<file path="config.mk">
export PLATFORM = sky130hd
export DESIGN_NAME = escape_time_fractal_pixel_core
export DESIGN_NICKNAME = d
export VERILOG_FILES = /design/src/rtl/efp_pkg.sv /design/src/rtl/escape_time_fractal_pixel_core.sv
export SDC_FILE = /design/constraint.sdc
export NUM_CORES = 2
export LEC_CHECK = 0
export BUFFER_PORTS_ARGS = -buffer_cell sky130_fd_sc_hd__buf_2
export CELL_PAD_IN_SITES_DETAIL_PLACEMENT = 0
export CELL_PAD_IN_SITES_GLOBAL_PLACEMENT = 1
export CORE_MARGIN = 3
export CORE_UTILIZATION = 51
export DETAILED_ROUTE_END_ITERATION = 8
export HOLD_SLACK_MARGIN = 0.15
export MAX_ROUTING_LAYER = met4
export PLACE_DENSITY_LB_ADDON = 0.25
export SYNTH_ARGS = -nofsm -noshare
export SYNTH_HDL_FRONTEND = slang
export SYNTH_SLANG_ARGS = --single-unit
</file>
<file path="constraint.sdc">
create_clock -name clock -period 12.6 [get_ports clock]
set_clock_uncertainty 0.05 [all_clocks]
set_input_delay 0.63 -clock clock [delete_from_list [all_inputs] [get_ports clock]]
set_output_delay 0.63 -clock clock [all_outputs]
set_load 0.02 [all_outputs]
</file>
<file path="src/rtl/efp_pkg.sv">
`timescale 1ns / 1ps
`default_nettype none

package efp_pkg;

   // Field and register widths
   localparam int PIXEL_W   = 10;
   localparam int COORD_W   = 32;
   localparam int STEP_W    = 31;
   localparam int COUNT_W   = 16;
   localparam int CSR_IDX_W = 3;
   localparam int CSR_DAT_W = 32;

   // Datapath widths
   localparam int LIMB_W = 32;                 // shared multiplier operand width
   localparam int PXS_W  = PIXEL_W + STEP_W;   // pixel index times step
   localparam int C_W    = PXS_W + 2;          // point c, signed
   localparam int Z_W    = 64;                 // iterate z, signed

   // Parameter defaults
   localparam int FRAME_WIDTH_DEF  = 1024;
   localparam int FRAME_HEIGHT_DEF = 1024;
   localparam int FRAC_BITS_DEF    = 28;

   // Register indexes
   localparam logic [CSR_IDX_W-1:0] CSR_ORIGIN_REAL = 3'd0;
   localparam logic [CSR_IDX_W-1:0] CSR_ORIGIN_IMAG = 3'd1;
   localparam logic [CSR_IDX_W-1:0] CSR_STEP_REAL   = 3'd2;
   localparam logic [CSR_IDX_W-1:0] CSR_STEP_IMAG   = 3'd3;
   localparam logic [CSR_IDX_W-1:0] CSR_MAX_ITER    = 3'd4;

   // Register reset values
   localparam logic [COORD_W-1:0] ORIGIN_REAL_RST = 32'hE000_0000;
   localparam logic [COORD_W-1:0] ORIGIN_IMAG_RST = 32'hF000_0000;
   localparam logic [STEP_W-1:0]  STEP_REAL_RST   = 31'd786432;
   localparam logic [STEP_W-1:0]  STEP_IMAG_RST   = 31'd524288;
   localparam logic [COUNT_W-1:0] MAX_ITER_RST    = 16'd256;

   // Which product the shared multiplier is building
   typedef logic [1:0] prod_sel_type;
   localparam prod_sel_type PROD_RR = 2'd0;   // zr * zr
   localparam prod_sel_type PROD_II = 2'd1;   // zi * zi
   localparam prod_sel_type PROD_RI = 2'd2;   // zr * zi

endpackage

`default_nettype wire

</file>
<file path="src/rtl/escape_time_fractal_pixel_core.sv">
`timescale 1ns / 1ps
`default_nettype none

// Escape-time fractal pixel core.
// Request channel (req_valid/req_ready) carries one pixel (column, row). The pixel
// is clamped to the frame, mapped to c = origin + index * step (signed fixed point,
// FRAC_BITS fraction bits) and z = z*z + c is iterated from zero while |z|^2 <= 4
// and the count is below max_iterations. The response channel (rsp_valid/rsp_ready)
// returns the iteration count and an inside flag (count reached the limit).
// Configuration is written through csr_write_en/csr_index/csr_wdata; the user must
// write it only while no request is in flight, which the block does not enforce.
// Timing: one request at a time; req_ready is high only between requests. All
// multiplications run on one shared 32x32 multiplier, P = ceil((FRAC_BITS+2)/32)^2
// partial products per square or cross term. Setup passes ST_CR, ST_CI and ST_CINIT;
// each iteration passes ST_CHECK, ST_MUL (all partial products of zr*zr, zi*zi and
// zr*zi), ST_WAIT and ST_EVAL; ST_OUT then hands the result to the output register,
// waiting while that register still holds a response the receiver has not taken.
// A finished response waits in the output register while the receiver stalls;
// the next request is accepted as soon as that register has been loaded.
// Reset (synchronous, active high) restores the register defaults, drops any
// request in flight and clears the response valid.

module escape_time_fractal_pixel_core
   import efp_pkg::*;
#(
   parameter int FRAME_WIDTH  = FRAME_WIDTH_DEF,
   parameter int FRAME_HEIGHT = FRAME_HEIGHT_DEF,
   parameter int FRAC_BITS    = FRAC_BITS_DEF
) (
   input  wire                     clock,
   input  wire                     reset,
   input  wire                     req_valid,
   output logic                    req_ready,
   input  wire  [PIXEL_W-1:0]      req_pixel_x,
   input  wire  [PIXEL_W-1:0]      req_pixel_y,
   output logic                    rsp_valid,
   input  wire                     rsp_ready,
   output logic [COUNT_W-1:0]      rsp_iteration_count,
   output logic                    rsp_inside_set,
   input  wire                     csr_write_en,
   input  wire  [CSR_IDX_W-1:0]    csr_index,
   input  wire  [CSR_DAT_W-1:0]    csr_wdata
);

   // Operand and accumulator sizing follows the fraction width
   localparam int OP_BITS = FRAC_BITS + 2;                 // |zr|, |zi| <= 2 before a step
   localparam int NLIMB   = (OP_BITS + LIMB_W - 1) / LIMB_W;
   localparam int OPW     = NLIMB * LIMB_W;
   localparam int ACC_W   = 2 * OPW;
   localparam int PAIRS   = NLIMB * NLIMB;
   localparam int PAIR_W  = (PAIRS > 1) ? $clog2(PAIRS) : 1;
   localparam int LIDX_W  = (NLIMB > 1) ? $clog2(NLIMB) : 1;
   localparam int SH_W    = (NLIMB > 1) ? $clog2(2 * NLIMB - 1) : 1;
   localparam int PIX_CMP_W = 13;

   localparam logic [Z_W-1:0]   EDGE  = Z_W'(2) << FRAC_BITS;
   localparam logic [ACC_W:0]   LIMIT = (ACC_W + 1)'(1) << (2 * FRAC_BITS + 2);
   localparam logic [PIXEL_W-1:0] X_LAST = PIXEL_W'(FRAME_WIDTH - 1);
   localparam logic [PIXEL_W-1:0] Y_LAST = PIXEL_W'(FRAME_HEIGHT - 1);

   // Sequencer states
   localparam logic [3:0] ST_IDLE  = 4'd0;
   localparam logic [3:0] ST_CR    = 4'd1;   // px * step_real
   localparam logic [3:0] ST_CI    = 4'd2;   // form cr, py * step_imag
   localparam logic [3:0] ST_CINIT = 4'd3;   // form ci, clear z and count
   localparam logic [3:0] ST_CHECK = 4'd4;   // limit and magnitude bound
   localparam logic [3:0] ST_MUL   = 4'd5;   // issue partial products
   localparam logic [3:0] ST_WAIT  = 4'd6;   // drain last partial product
   localparam logic [3:0] ST_EVAL  = 4'd7;   // exact |z|^2 test, step z
   localparam logic [3:0] ST_OUT   = 4'd8;   // hand result to output register

   // Configuration registers
   logic [COORD_W-1:0] origin_real_ff, origin_imag_ff;
   logic [STEP_W-1:0]  step_real_ff, step_imag_ff;
   logic [COUNT_W-1:0] max_iter_ff;

   // Sequencer and datapath registers
   logic [3:0]          state_ff, state_in;
   logic [PIXEL_W-1:0]  px_ff, px_in, py_ff, py_in;
   logic [C_W-1:0]      cr_ff, cr_in, ci_ff, ci_in;
   logic [Z_W-1:0]      zr_ff, zr_in, zi_ff, zi_in;
   logic [COUNT_W-1:0]  n_ff, n_in;
   logic [OPW-1:0]      ar_ff, ar_in, ai_ff, ai_in;
   logic [ACC_W-1:0]    sr_ff, sr_in, si_ff, si_in, xp_ff, xp_in;
   logic [PAIR_W-1:0]   pair_ff, pair_in;
   prod_sel_type        psel_ff, psel_in;
   logic [2*LIMB_W-1:0] prod_ff;
   logic                prod_vld_ff, prod_vld_in;
   prod_sel_type        prod_tag_ff, prod_tag_in;
   logic [SH_W-1:0]     prod_sh_ff, prod_sh_in;
   logic                rsp_valid_ff, rsp_valid_in;
   logic [COUNT_W-1:0]  rsp_count_ff, rsp_count_in;
   logic                rsp_inside_ff, rsp_inside_in;

   // Shared multiplier
   logic [LIMB_W-1:0]   mul_a, mul_b;
   logic [2*LIMB_W-1:0] mul_p;
   logic [LIDX_W-1:0]   lim_i, lim_j;

   // Iteration arithmetic
   logic [Z_W-1:0]   mag_r, mag_i;
   logic [ACC_W:0]   mag_sum;
   logic [ACC_W-1:0] sr_shift, si_shift, xp_shift;
   logic [Z_W-1:0]   cross_term, cr_ext, ci_ext, nr, ni;
   logic [ACC_W-1:0] part_shifted;
   logic             req_fire;

   assign req_ready           = (state_ff == ST_IDLE);
   assign req_fire            = req_valid && req_ready;
   assign rsp_valid           = rsp_valid_ff;
   assign rsp_iteration_count = rsp_count_ff;
   assign rsp_inside_set      = rsp_inside_ff;

   // Limb indexes of the current partial product
   assign lim_i = LIDX_W'(pair_ff / NLIMB);
   assign lim_j = LIDX_W'(pair_ff % NLIMB);

   always_comb begin
      mul_a = '0;
      mul_b = '0;
      unique case (state_ff)
         ST_CR: begin
            mul_a = LIMB_W'(px_ff);
            mul_b = LIMB_W'(step_real_ff);
         end
         ST_CI: begin
            mul_a = LIMB_W'(py_ff);
            mul_b = LIMB_W'(step_imag_ff);
         end
         ST_MUL: begin
            unique case (psel_ff)
               PROD_RR: begin
                  mul_a = ar_ff[LIMB_W*lim_i +: LIMB_W];
                  mul_b = ar_ff[LIMB_W*lim_j +: LIMB_W];
               end
               PROD_II: begin
                  mul_a = ai_ff[LIMB_W*lim_i +: LIMB_W];
                  mul_b = ai_ff[LIMB_W*lim_j +: LIMB_W];
               end
               default: begin
                  mul_a = ar_ff[LIMB_W*lim_i +: LIMB_W];
                  mul_b = ai_ff[LIMB_W*lim_j +: LIMB_W];
               end
            endcase
         end
         default: begin
            mul_a = '0;
            mul_b = '0;
         end
      endcase
   end

   assign mul_p = mul_a * mul_b;

   // Magnitudes, exact bound and next z
   assign mag_r    = zr_ff[Z_W-1] ? (Z_W'(0) - zr_ff) : zr_ff;
   assign mag_i    = zi_ff[Z_W-1] ? (Z_W'(0) - zi_ff) : zi_ff;
   assign mag_sum  = {1'b0, sr_ff} + {1'b0, si_ff};
   assign sr_shift = sr_ff >> FRAC_BITS;
   assign si_shift = si_ff >> FRAC_BITS;
   assign xp_shift = xp_ff >> (FRAC_BITS - 1);
   assign cr_ext   = {{(Z_W-C_W){cr_ff[C_W-1]}}, cr_ff};
   assign ci_ext   = {{(Z_W-C_W){ci_ff[C_W-1]}}, ci_ff};
   assign cross_term = (zr_ff[Z_W-1] != zi_ff[Z_W-1]) ? (Z_W'(0) - xp_shift[Z_W-1:0])
                                                      : xp_shift[Z_W-1:0];
   assign nr       = sr_shift[Z_W-1:0] - si_shift[Z_W-1:0] + cr_ext;
   assign ni       = cross_term + ci_ext;
   assign part_shifted = ACC_W'(prod_ff) << (LIMB_W * prod_sh_ff);

   always_comb begin
      state_in      = state_ff;
      px_in         = px_ff;
      py_in         = py_ff;
      cr_in         = cr_ff;
      ci_in         = ci_ff;
      zr_in         = zr_ff;
      zi_in         = zi_ff;
      n_in          = n_ff;
      ar_in         = ar_ff;
      ai_in         = ai_ff;
      sr_in         = sr_ff;
      si_in         = si_ff;
      xp_in         = xp_ff;
      pair_in       = pair_ff;
      psel_in       = psel_ff;
      prod_vld_in   = 1'b0;
      prod_tag_in   = psel_ff;
      prod_sh_in    = SH_W'(lim_i) + SH_W'(lim_j);
      rsp_valid_in  = rsp_valid_ff && !rsp_ready;
      rsp_count_in  = rsp_count_ff;
      rsp_inside_in = rsp_inside_ff;

      // Fold the registered partial product into its accumulator
      if (prod_vld_ff) begin
         unique case (prod_tag_ff)
            PROD_RR: sr_in = sr_ff + part_shifted;
            PROD_II: si_in = si_ff + part_shifted;
            default: xp_in = xp_ff + part_shifted;
         endcase
      end

      unique case (state_ff)
         ST_IDLE: begin
            if (req_fire) begin
               // clamp pixels that fall outside the frame
               px_in = (PIX_CMP_W'(req_pixel_x) >= PIX_CMP_W'(FRAME_WIDTH)) ? X_LAST
                                                                            : req_pixel_x;
               py_in = (PIX_CMP_W'(req_pixel_y) >= PIX_CMP_W'(FRAME_HEIGHT)) ? Y_LAST
                                                                             : req_pixel_y;
               state_in = ST_CR;
            end
         end
         ST_CR: begin
            state_in = ST_CI;
         end
         ST_CI: begin
            cr_in = {{(C_W-COORD_W){origin_real_ff[COORD_W-1]}}, origin_real_ff}
                  + {{(C_W-PXS_W){1'b0}}, prod_ff[PXS_W-1:0]};
            state_in = ST_CINIT;
         end
         ST_CINIT: begin
            ci_in = {{(C_W-COORD_W){origin_imag_ff[COORD_W-1]}}, origin_imag_ff}
                  + {{(C_W-PXS_W){1'b0}}, prod_ff[PXS_W-1:0]};
            zr_in    = '0;
            zi_in    = '0;
            n_in     = '0;
            state_in = ST_CHECK;
         end
         ST_CHECK: begin
            priority if (n_ff == max_iter_ff) begin
               state_in = ST_OUT;
            end else if (mag_r > EDGE || mag_i > EDGE) begin
               state_in = ST_OUT;
            end else begin
               ar_in    = mag_r[OPW-1:0];
               ai_in    = mag_i[OPW-1:0];
               sr_in    = '0;
               si_in    = '0;
               xp_in    = '0;
               pair_in  = '0;
               psel_in  = PROD_RR;
               state_in = ST_MUL;
            end
         end
         ST_MUL: begin
            prod_vld_in = 1'b1;
            if (pair_ff == PAIR_W'(PAIRS - 1)) begin
               pair_in = '0;
               if (psel_ff == PROD_RI) begin
                  state_in = ST_WAIT;
               end else begin
                  psel_in = psel_ff + prod_sel_type'(1);
               end
            end else begin
               pair_in = pair_ff + PAIR_W'(1);
            end
         end
         ST_WAIT: begin
            state_in = ST_EVAL;
         end
         ST_EVAL: begin
            if (mag_sum > LIMIT) begin
               state_in = ST_OUT;
            end else begin
               zr_in    = nr;
               zi_in    = ni;
               n_in     = n_ff + COUNT_W'(1);
               state_in = ST_CHECK;
            end
         end
         ST_OUT: begin
            // hold until the output register is free
            if (!rsp_valid_ff || rsp_ready) begin
               rsp_valid_in  = 1'b1;
               rsp_count_in  = n_ff;
               rsp_inside_in = (n_ff == max_iter_ff);
               state_in      = ST_IDLE;
            end
         end
         default: begin
            state_in = ST_IDLE;
         end
      endcase
   end

   // Control state and configuration
   always_ff @(posedge clock) begin
      if (reset) begin
         state_ff       <= ST_IDLE;
         prod_vld_ff    <= 1'b0;
         rsp_valid_ff   <= 1'b0;
         origin_real_ff <= ORIGIN_REAL_RST;
         origin_imag_ff <= ORIGIN_IMAG_RST;
         step_real_ff   <= STEP_REAL_RST;
         step_imag_ff   <= STEP_IMAG_RST;
         max_iter_ff    <= MAX_ITER_RST;
      end else begin
         state_ff     <= state_in;
         prod_vld_ff  <= prod_vld_in;
         rsp_valid_ff <= rsp_valid_in;
         if (csr_write_en) begin
            unique case (csr_index)
               CSR_ORIGIN_REAL: origin_real_ff <= csr_wdata[COORD_W-1:0];
               CSR_ORIGIN_IMAG: origin_imag_ff <= csr_wdata[COORD_W-1:0];
               CSR_STEP_REAL:   step_real_ff   <= csr_wdata[STEP_W-1:0];
               CSR_STEP_IMAG:   step_imag_ff   <= csr_wdata[STEP_W-1:0];
               CSR_MAX_ITER:    max_iter_ff    <= csr_wdata[COUNT_W-1:0];
               default: ;   // drop writes to unknown indexes
            endcase
         end
      end
   end

   // Datapath
   always_ff @(posedge clock) begin
      px_ff         <= px_in;
      py_ff         <= py_in;
      cr_ff         <= cr_in;
      ci_ff         <= ci_in;
      zr_ff         <= zr_in;
      zi_ff         <= zi_in;
      n_ff          <= n_in;
      ar_ff         <= ar_in;
      ai_ff         <= ai_in;
      sr_ff         <= sr_in;
      si_ff         <= si_in;
      xp_ff         <= xp_in;
      pair_ff       <= pair_in;
      psel_ff       <= psel_in;
      prod_ff       <= mul_p;
      prod_tag_ff   <= prod_tag_in;
      prod_sh_ff    <= prod_sh_in;
      rsp_count_ff  <= rsp_count_in;
      rsp_inside_ff <= rsp_inside_in;
   end

`ifndef SYNTHESIS
   // A new response only ever comes from the hand-over state
   a_rsp_from_out: assert property (@(posedge clock) disable iff (reset)
      $rose(rsp_valid_ff) |-> $past(state_ff) == ST_OUT)
      else $error("response raised outside hand-over state");

   // The count never runs past the limit while iterating
   a_count_bound: assert property (@(posedge clock) disable iff (reset)
      (state_ff == ST_CHECK || state_ff == ST_MUL || state_ff == ST_WAIT ||
       state_ff == ST_EVAL) |-> n_ff <= max_iter_ff)
      else $error("iteration count beyond limit");

   // Partial products are only in flight during the multiply phase
   a_prod_phase: assert property (@(posedge clock) disable iff (reset)
      prod_vld_ff |-> (state_ff == ST_MUL || state_ff == ST_WAIT))
      else $error("partial product outside multiply phase");

   // Inside flag only with a count at the limit
   a_inside_count: assert property (@(posedge clock) disable iff (reset)
      (rsp_valid_ff && rsp_inside_ff) |-> rsp_count_ff == max_iter_ff)
      else $error("inside flag without count at limit");
`endif

endmodule

`default_nettype wire
</file>
==> reports/results.tsv <==
stage	metric	value	unit
floorplanning	initial core utilization	0.515	
power_and_ir_drop	P per Cell Area	70.8	mW/mm2
timing	Worst-Margin Slew	1420	ps
timing	count of final setup violators	0	
worst_hold_path	Hold Path Sink	origin_real_ff[28]	
finish	Final Util	0.552	
worst_setup_path	cell mode on critical path	fa_1	
global_routing	GR Util met2	0.614	
floorplanning	core box area	0.168	mm2
clock_network	root buffer cell	clkbuf_16	
detailed_routing	starting DRC count in detailed routing	6866	
worst_setup_path	CP arrival	12040	ps
power_and_ir_drop	Internal Power	0.00449	W
synthesis	Post-synth EDFFs	313	
global_routing	met3 Use GR	0.0795	
worst_setup_path	Startpoint Class	flip-flop	
power_and_ir_drop	Leak	41.2	nW
worst_setup_path	required time worst endpoint	13100	ps
clock_network	clock sinks	719	
detailed_routing	Post-Route WL	337000	um
timing	Setup TNS Final	0	ps
placement	DP HPWL	274000	um
global_routing	GRT Residual Overflow	0	
placement	Final GP Congestion	1.04	
timing	endpoints failing hold	0	
clock_network	Post-CTS Setup Inserts	0	
timing	Slew Viols, Final	0	
timing	final cycle utilization of the critical path	0.916	
outcome	outcome	completed	
worst_setup_path	CP max-delay cell	a211oi_1	
power_and_ir_drop	switching fraction of total power	0.315	
placement	I/O Buffers	78	
floorplanning	Die X-Extent	418	um
clock_network	Worst-Skew Late Latency	730	ps
clock_network	Clock transition at path regs	60	ps
clock_network	Max clock buf depth	3	
timing	unrepaired setup endpoints after global routing	no	
synthesis	Synth Net Count	12000	
detailed_routing	via/cell ratio	6.19	
power_and_ir_drop	switching pwr	0.00207	W
timing	Achievable Freq	0.0867	GHz
clock_network	CTS tree	yes	
worst_setup_path	r2r endpoint	prod_ff[63]	
clock_network	CTS H-tree lvls	3	
worst_setup_path	max incr delay on CP	970	ps
timing	Max-slew headroom	0.0471	
worst_setup_path	worst reg2reg path depth	31	
synthesis	Unique masters post-synth	88	
timing	fin crit period	11540	ps
detailed_routing	Vias	77100	
floorplanning	Total Die Area	0.174	mm2
synthesis	top cell type by total area after synthesis	fa_1	
clock_network	Hold Buf Count CTS	21	
power_and_ir_drop	Comb power frac	0.196	
power_and_ir_drop	share of total power in sequential cells	0.395	
worst_hold_path	worst hold start	csr_wdata[28]	
synthesis	mapped cell area	0.0864	mm2
worst_hold_path	Hold WC Path Type	in -> reg	
detailed_routing	DRC	0	
synthesis	ys flop type	dfxtp_1	
floorplanning	Top-Level Pins	79	
finish	fill count	15500	
global_routing	met1 global-route usage	0.461	
global_routing	initial antenna violation count	18	
finish	Syn-to-layout area delta	7.20	%
clock_network	total CTS buffers	88	
synthesis	synthesized flop and latch total	719	
floorplanning	Die Ht	418	um
global_routing	largest net degree at the start of global routing	149	
synthesis	synth top area cells	fa_1 (21%), edfxtp_1 (11%), ha_1 (11%), dfxtp_1 (9.4%), nor2_1 (5.7%)	
worst_hold_path	WHS Path Cells	3	
run	Max Cap Viol	0	
detailed_routing	Detail Route Antenna Nets	0	
floorplanning	row cnt	150	
synthesis	Async SR Flop Fraction	0	
synthesis	Syn Inst Count	10300	
finish	nets	11900	
worst_setup_path	Setup crit end kind	flip-flop	
finish	design area	0.0927	mm2
worst_setup_path	crit path max fanout	28	
global_routing	Tot GR Track Use	0.395	
synthesis	Synth Area per Inst	8.38	um2
worst_setup_path	R2R Setup Slk	1060	ps
synthesis	top-area cell type share of the netlist area	0.210	
worst_setup_path	reg-to-reg startpoint	state_ff[1]	
placement	Cell Area, Placed	0.0894	mm2
detailed_routing	routed len/inst	27.1	um
synthesis	share of the yosys chip area belonging to registers	0.203	
detailed_routing	first drt pass iteration count	7	
clock_network	cts repair resizes	0	
synthesis	Synth warnings	0	
power_and_ir_drop	clock power share	0.410	
global_routing	first-pass GRT wire length	498000	um
worst_setup_path	critical setup path kind	reg -> reg	
global_routing	GR peak layer	met2	
finish	share of cells above drive strength 1	0.0507	
synthesis	top-count cell post-synth	nor2_1	
power_and_ir_drop	VDD IR max	0.104	mV
global_routing	vias in the first global route	76800	
synthesis	top cells by count, synth	nor2_1 (1305), nand2_1 (1218), inv_1 (1047)	
==> cells in the final DEF, fill, tap and decap left out, types with 94 or more instances in the layout <==
master     synthesis  routed
nor2_1          1305    1298
nand2_1         1218    1217
inv_1           1047    1047
fa_1             905     905
a21oi_1          841     841
ha_1             730     728
dfxtp_1          406     406
xnor2_1          378     377
o21ai_0          331     329
edfxtp_1         313     313
a21o_1           292     292
nor3_1           179     176
xor2_1           164     164
buf_4              7     151
nand3_1          130     128
nand2b_1         111     110
nand4_1          101     101
clkbuf_16          0      94
==> per-layer routing <==
metal,vias up,part of all wire
li1,34800,-
met5,-,0
met1,38100,0.38
met3,964,0.082
met4,0,0.086
met2,3298,0.45
==> registers in the layout, indices dropped and copies added (netlist names), 43 cells and up <==
name and cells:
cr_ff 43, zi_ff 64, xp_ff 64, ci_ff 43, sr_ff 64, zr_ff 44, si_ff 64, prod_ff 64
==> kinds of logic (layout without fill, tap and decap cells) <==
| family | Yosys count | count (layout) | synth area share |
|---|---|---|---|
| compound gates | 2253 | 2253 | 0.167 |
| xor+xnor | 542 | 542 | 0.0549 |
| fa+ha+maj | 1635 | 1635 | 0.315 |
| buf+inv | 1553 | 1465 | 0.0679 |
| flops | 719 | 719 | 0.203 |
| mux | 94 | 94 | 0.0112 |
| other cells | 0 | 15 | 0 |
| simple gates | 3524 | 3524 | 0.181 |
==> power by group through the flow <==
stage                     Clock (W)  Sequential, W  Combinational (W)
after floorplan                   0        0.00259           0.000819
after global placement            0        0.00263            0.00123
after detailed placement          0        0.00263            0.00124
after CTS                   0.00272        0.00259            0.00126
after global routing        0.00282        0.00259            0.00137
final                       0.00269        0.00259            0.00128
==> metrics by stage <==
stage               hold WS (ps)  power, W  cells  setup WS (ps)
floorplan                    324   0.00341  10300           2690
global placement             333   0.00387  12300           1410
detailed placement           346   0.00388  12300           1340
CTS                          156   0.00657  12400           1250
global route                 190   0.00678  12400            673
finish                       191   0.00656  12500           1060
==> how the worst max path moves through the flow <==
stage / slack (ps) / to / from / cells after the start
2_1_floorplan: 2690 / prod_ff[63] / state_ff[1] / 33
3_3_place_gp: 1410 / prod_ff[63] / state_ff[1] / 31
3_5_place_dp: 1340 / prod_ff[63] / state_ff[1] / 31
4_1_cts: 1250 / prod_ff[63] / state_ff[1] / 31
5_1_grt: 670 / prod_ff[63] / state_ff[1] / 31
6_report: 1060 / prod_ff[63] / state_ff[1] / 31
==> final cells by class <==
| cell class | count | area [um2] | area share |
|---|---|---|---|
| Inverter | 1047 | 3930 | 0.0424 |
| Multi-Input combinational cell | 8048 | 63600 | 0.686 |
| Tap cell | 2204 | 2760 | 0.0298 |
| Clock inverter | 42 | 425 | 0.00459 |
| Timing Repair Buffer | 253 | 1810 | 0.0195 |
| Sequential cell | 719 | 17500 | 0.189 |
| Antenna cell | 15 | 37.5 | 0.000405 |
| Clock buffer | 123 | 2600 | 0.0281 |
==> worst max-delay path: cells and delay by family (launching register included) <==
kind	cells	cell delay, ps
adders and majority gates	9	4440
AOI/OAI and AO/OA	12	3860
and+or+nand+nor	5	1450
buffers and inverters	4	880
DFF	1	600
xor gates and xnor gates	1	90
Note: power is estimated with default switching activity, not from simulation.
